===== src/hw/rtl/sdss_pkg.sv =====
// Shared types and constants for the stable descending score sorter.
package sdss_pkg;

	localparam int CAPACITY_DEF = 256;
	localparam int SCORE_W      = 32;
	localparam int MOVE_W       = 16;
	localparam int TDATA_W      = 48;

	typedef enum logic {
		OP_APPEND = 1'b0,
		OP_POP    = 1'b1
	} opcode_t;

	// One stored entry
	typedef struct packed {
		logic signed [SCORE_W-1:0] score;
		logic [MOVE_W-1:0]         move;
	} entry_t;

	// Per-cycle command broadcast to every cell
	typedef struct packed {
		logic ins;
		logic pop;
	} cell_cmd_t;

endpackage


===== src/hw/rtl/sdss_cell.sv =====
// One slot of the sorted store: compare with the new entry, then hold, load or shift.
module sdss_cell import sdss_pkg::*; #(
	parameter int IDX = 0,
	parameter int CW  = 9
) (
	input  logic          clk,
	input  cell_cmd_t     cmd,
	input  logic [CW-1:0] count,
	input  entry_t        new_entry,
	input  logic          prev_take,
	input  entry_t        prev_entry,
	input  entry_t        next_entry,
	output logic          take,
	output entry_t        entry
);

	localparam logic [CW-1:0] IDX_C = CW'(IDX);

	entry_t entry_q;
	logic   occupied;
	logic   beats;

	// New entry goes ahead of this one only on a strictly greater score
	assign occupied = IDX_C < count;
	assign beats    = occupied && ($signed(new_entry.score) > $signed(entry_q.score));
	assign take     = beats || (count == IDX_C);
	assign entry    = entry_q;

	// Load the new entry at the insert point, shift down behind it, shift up on pop
	always_ff @(posedge clk) begin
		if (cmd.pop) begin
			entry_q <= next_entry;
		end else if (cmd.ins && take) begin
			if (prev_take) begin
				entry_q <= prev_entry;
			end else begin
				entry_q <= new_entry;
			end
		end
	end

endmodule


===== config.mk =====
export PLATFORM = sky130hd
export DESIGN_NAME = sdss_cell
export DESIGN_NICKNAME = d
export VERILOG_FILES = /design/src/hw/rtl/sdss_pkg.sv /design/src/hw/rtl/sdss_cell.sv
export SDC_FILE = /design/constraint.sdc
export NUM_CORES = 1
export LEC_CHECK = 0
export BUFFER_PORTS_ARGS = -buffer_cell sky130_fd_sc_hd__buf_2
export CAP_MARGIN = 20
export CORE_MARGIN = 3
export CORE_UTILIZATION = 44
export DETAILED_ROUTE_END_ITERATION = 6
export PLACE_DENSITY = 0.87
export RECOVER_POWER = 50
export SLEW_MARGIN = 20
export SYNTH_ARGS = -nofsm -noshare
export SYNTH_HDL_FRONTEND = slang
export SYNTH_SLANG_ARGS = --single-unit

===== constraint.sdc =====
create_clock -name clk -period 5.8 [get_ports clk]
set_input_delay 1.16 -clock clk [delete_from_list [all_inputs] [get_ports clk]]
set_output_delay 1.16 -clock clk [all_outputs]
set_load 0.05 [all_outputs]

---- After elaboration in Yosys (flattened, before gate mapping) ----
Cells that the tools add are included.
storage, ports and cells
  register bits ........................... 48
  input bits .............................. 157
  output and inout port bits .............. 49
cells by class
  order comparisons ....................... 2
  muxes and demuxes ....................... 3
  reductions and logical operators ........ 5
operator list
  cell                number
  $mux 48             3
  $gt 32x32->1        1
  $logic_not 9->1     1
  $lt 1x9->1 const A  1
  $logic_and 1x1->1   2
  $reduce_bool 2->1   1
  $logic_or 1x1->1    1

---- Depth between registers and ports, before layout ----
  word-level depth ........................ 6
  mapped depth ............................ 7
  gate-level depth less buffers ........... 7

---- Least setup slack after synthesis ----
Ideal clock, no wire load.
  kind .................................... input to register
  start ................................... in new_entry[30] in the netlist's numbering
  end ..................................... reg entry_q, in the netlist entry[0], enable pin
  library setup time ...................... 0.482 ns
  arrival ................................. 4.788 ns
  data required time ...................... 5.318 ns
  setup slack ............................. 0.530 ns
  cell stages on the path ................. 6
  path buffers ............................ 0
  cells stage by stage .................... ha_1 > nand4_2 > or2_1 > a211oi_2 > o31ai_1 > a31oi_1
between the ends
  word-level cells in the longest chain between the ends .. 5
RTL lines
  element                      RTL line         text
  start, declared              sdss_cell.sv:9   input entry_t new_entry,
  $gt 32x32->1                 sdss_cell.sv:25  assign beats = occupied && ($signed(new_entry.score) > $signed(entry_q.score));
  $logic_and 1x1->1            sdss_cell.sv:25
  $logic_or 1x1->1             sdss_cell.sv:26  assign take = beats || (count == IDX_C);
  $logic_and 1x1->1            sdss_cell.sv:33  end else if (cmd.ins && take) begin
  $reduce_bool 2->1 (no line)  --
  end signal, assigned         sdss_cell.sv:32  entry_q <= next_entry;
  end signal, assigned         sdss_cell.sv:35  entry_q <= prev_entry;
  end signal, assigned         sdss_cell.sv:37  entry_q <= new_entry;
  end, declared                sdss_cell.sv:19  entry_t entry_q;
No other way between the ends.
A chain may end at the register's enable or synchronous reset.

---- Worst setup path after layout ----
  start ................................... in cmd[0] in the netlist's numbering
  end ..................................... reg entry_q, in the netlist entry[17], data pin
between the ends
  word-level cells in the longest chain between the ends .. 1
RTL lines
  element          RTL line         text
  start, declared  sdss_cell.sv:7   input cell_cmd_t cmd,
  $mux 48          sdss_cell.sv:31  if (cmd.pop) begin
No other way between the ends.

==> out/metrics.yaml <==
detailed_routing:
  drt-initial-drc-count: 103
  wirelength_um: 9740
  firstDrtPassIters: 4
  antenna_left: 0
  via_count: 3220
  drc: 0
  wl_per_cell_um: 15.5
  via_per_inst: 5.13
synth:
  synth_cell_types: 29
  ys_ff_latch: 48
  yosysSeqAreaShare: 0.436
  avgSynthCellArea_um2: 9.90
  syn_area_mm2: 0.00331
  synth_nets: 523
  synthCells: 334
  ys_warn_count: 0
grt:
  grt_max_degree: 97
  antenna_found_initial: 0
  grt_pass1_wl_um: 15000
  grt_pass1_vias: 3314
  overflow: 0
  globalRouteTotalUtil: 0.220
cells_and_area:
  nFillCells: 626
  n_antenna_cell: 0
  multi_input_area_mm2: 0.00168
  fin_nets: 721
  final_cells: 628
  area_growth_syn_to_layout_pct: 33.8
  register_area_mm2: 0.00144
  drive_above_1_share: 0.316
  largest_reg_flops: 48
floorplanning:
  start_util: 0.471
  die_x_um: 92.7
  boundaryPins: 206
  row_count: 30
  die_h_um: 92.7
  core_area_mm2: 0.00702
  die_area_mm2: 0.00859
hold_path:
  hold_depth: 3
  hp-class: "in2reg"
  hp-start: "next_entry[44]"
  whs_endpoint: "entry[44]"
place:
  gp_congestion: 0.844
  dpl.hpwl_um: 7730
  dp_cells: 621
  io_buffer_count: 205
clocking:
  cts_inserted_buffers: 5
  cts.htree.levels: 2
  cts_root_buffer: "clkbuf_8"
  cts_tree: "yes"
  cts_setup_buffers: 0
  clkSinkCount: 48
  clock_path_buffers: 2
  clk_pin_slew_ns: 0.09
  clock_latency_ns: 0.30
  hold_buffers: 0
  ctsResizeCount: 0
job:
  drv_cap: 1
timing:
  hold_viol: 0
  tightest_slew_ns: 3.47
  timing.final.crit_share: 0.782
  setup_viol: 0
  drv_slew: 97
  min_period_ns: 4.53
  fmax_mhz: 221
  slew_headroom: -1.32
  setup_tns_ns: 0
  finalClockSkew_ns: 0.0106
  rsz0062_at_grt: "false"
power_and_ir_drop:
  leakagePower_nw: 2.17
  vdd_drop_max_v: 0.000137
  p_per_area_mw_per_mm2: 248
status:
  status: "finished with violations"
  violations: "capacitance limit, slew limit"
critical_path:
  crit_arrival_ns: 4.43
  r2r_start: "entry[43]"
  critPathMaxFanout: 96
  worstPathRequired_ns: 5.69
  r2r-end: "entry[12]"
  cp-start-kind: "input port"
  reg2regPathDepth: 7
  cp-end-kind: "flop"
  critical_path.startpoint: "cmd[0]"
  crit_type: "in2reg"
  r2r_slack_ns: 2.63
[layer usage]
metal / global-route usage / part of all wire
met5: 0 / 0
met2: 0.399 / 0.51
met4: 0.0855 / 0.020
met3: 0.0634 / 0.088
met1: 0.241 / 0.38
[cell families (layout without fill, tap and decap cells)]
kind of cell	count (synthesis)	in the layout	synth area share
AOI/OAI and AO/OA	78	78	0.131
adders and majority gates	32	32	0.121
DFF	48	48	0.436
buffers and inverters	50	248	0.0617
muxes	48	48	0.145
and+or+nand+nor	78	78	0.105
[cell usage after synthesis]
library cell,number,area [um^2]
o21a_1,2,15.0
inv_1,33,124
nand2b_1,1,6.26
clkbuf_1,10,37.5
o31ai_1,1,7.51
nor2b_1,2,12.5
nand4_1,8,50.1
and4_1,1,8.76
a211oi_1,1,7.51
nor3_1,2,10.0
or2_1,1,6.26
a2111oi_2,1,15.0
nand2_1,52,195
a211oi_2,1,12.5
edfxtp_1,48,1440
nor2_1,6,22.5
o211ai_1,2,15.0
a21o_1,2,15.0
nor4_1,2,12.5
nand4_2,1,12.5
o22ai_1,2,12.5
buf_4,3,22.5
mux2i_1,48,480
o21ai_0,50,250
buf_2,4,20.0
nand3_1,2,10.0
a31oi_1,2,12.5
a21oi_1,14,70.1
ha_1,32,400
[power by group]
part | switching (mW) | internal, mW | total [mW]
sequential | 0.0193 | 0.444 | 0.463
clock | 0.113 | 0.0824 | 0.196
combinational | 0.313 | 0.127 | 0.440
[cell type report]
| type | count | share of cell area |
|---|---|---|
| clock buffers | 6 | 0.0164 |
| clock inverters | 1 | 0.00113 |
| inverters | 33 | 0.0280 |
| multi-input cells | 236 | 0.379 |
| flip-flops and latches | 48 | 0.326 |
| well taps | 96 | 0.0272 |
| repair buffers | 208 | 0.222 |
[placed cells by master, fill, tap and decap left out, drive strengths merged]
master   count
o31ai        1
edfxtp      48
mux2i       48
nor4         2
o211ai       2
buf        158
o22ai        2
nand3        2
nand2b       1
nand2       52
o21ai       50
a2111oi      1
a31oi        2
or2          1
a21o         2
a211oi       2
inv         33
clkbuf      56
nor2b        2
ha          32
and4         1
a21oi       14
nor3         2
clkinv       1
nand4        9
nor2         6
o21a         2
[metrics by stage]
stage | setup WS [ns] | cell area (um^2) | power [mW] | utilization | hold WS (ns)
6_report | 1.27 | 4420 | 1.10 | 0.630 | 1.13
5_1_grt | 0.842 | 4420 | 1.16 | 0.630 | 1.13
4_1_cts | 1.65 | 4490 | 1.12 | 0.639 | 1.12
3_5_place_dp | 1.65 | 4410 | 0.923 | 0.628 | 1.44
3_3_place_gp | 1.72 | 4410 | 0.907 | 0.628 | 1.44
2_1_floorplan | 0.530 | 3310 | 0.782 | - | 1.35
[worst max-delay path, cell delays in order]
cell and delay (ns):
clkbuf_1 0.21, clkbuf_1 2.46, o21ai_0 0.52
[worst max path at each step]
stage | cells past startpoint | end | slack, ns
after floorplan | 6 | entry[0] | 0.53
after global placement | 7 | take | 1.72
after detailed placement | 7 | take | 1.65
after CTS | 7 | take | 1.65
after global routing | 3 | entry[34] | 0.84
final | 3 | entry[17] | 1.27
No activity file was read; power rests on OpenSTA's default activity.
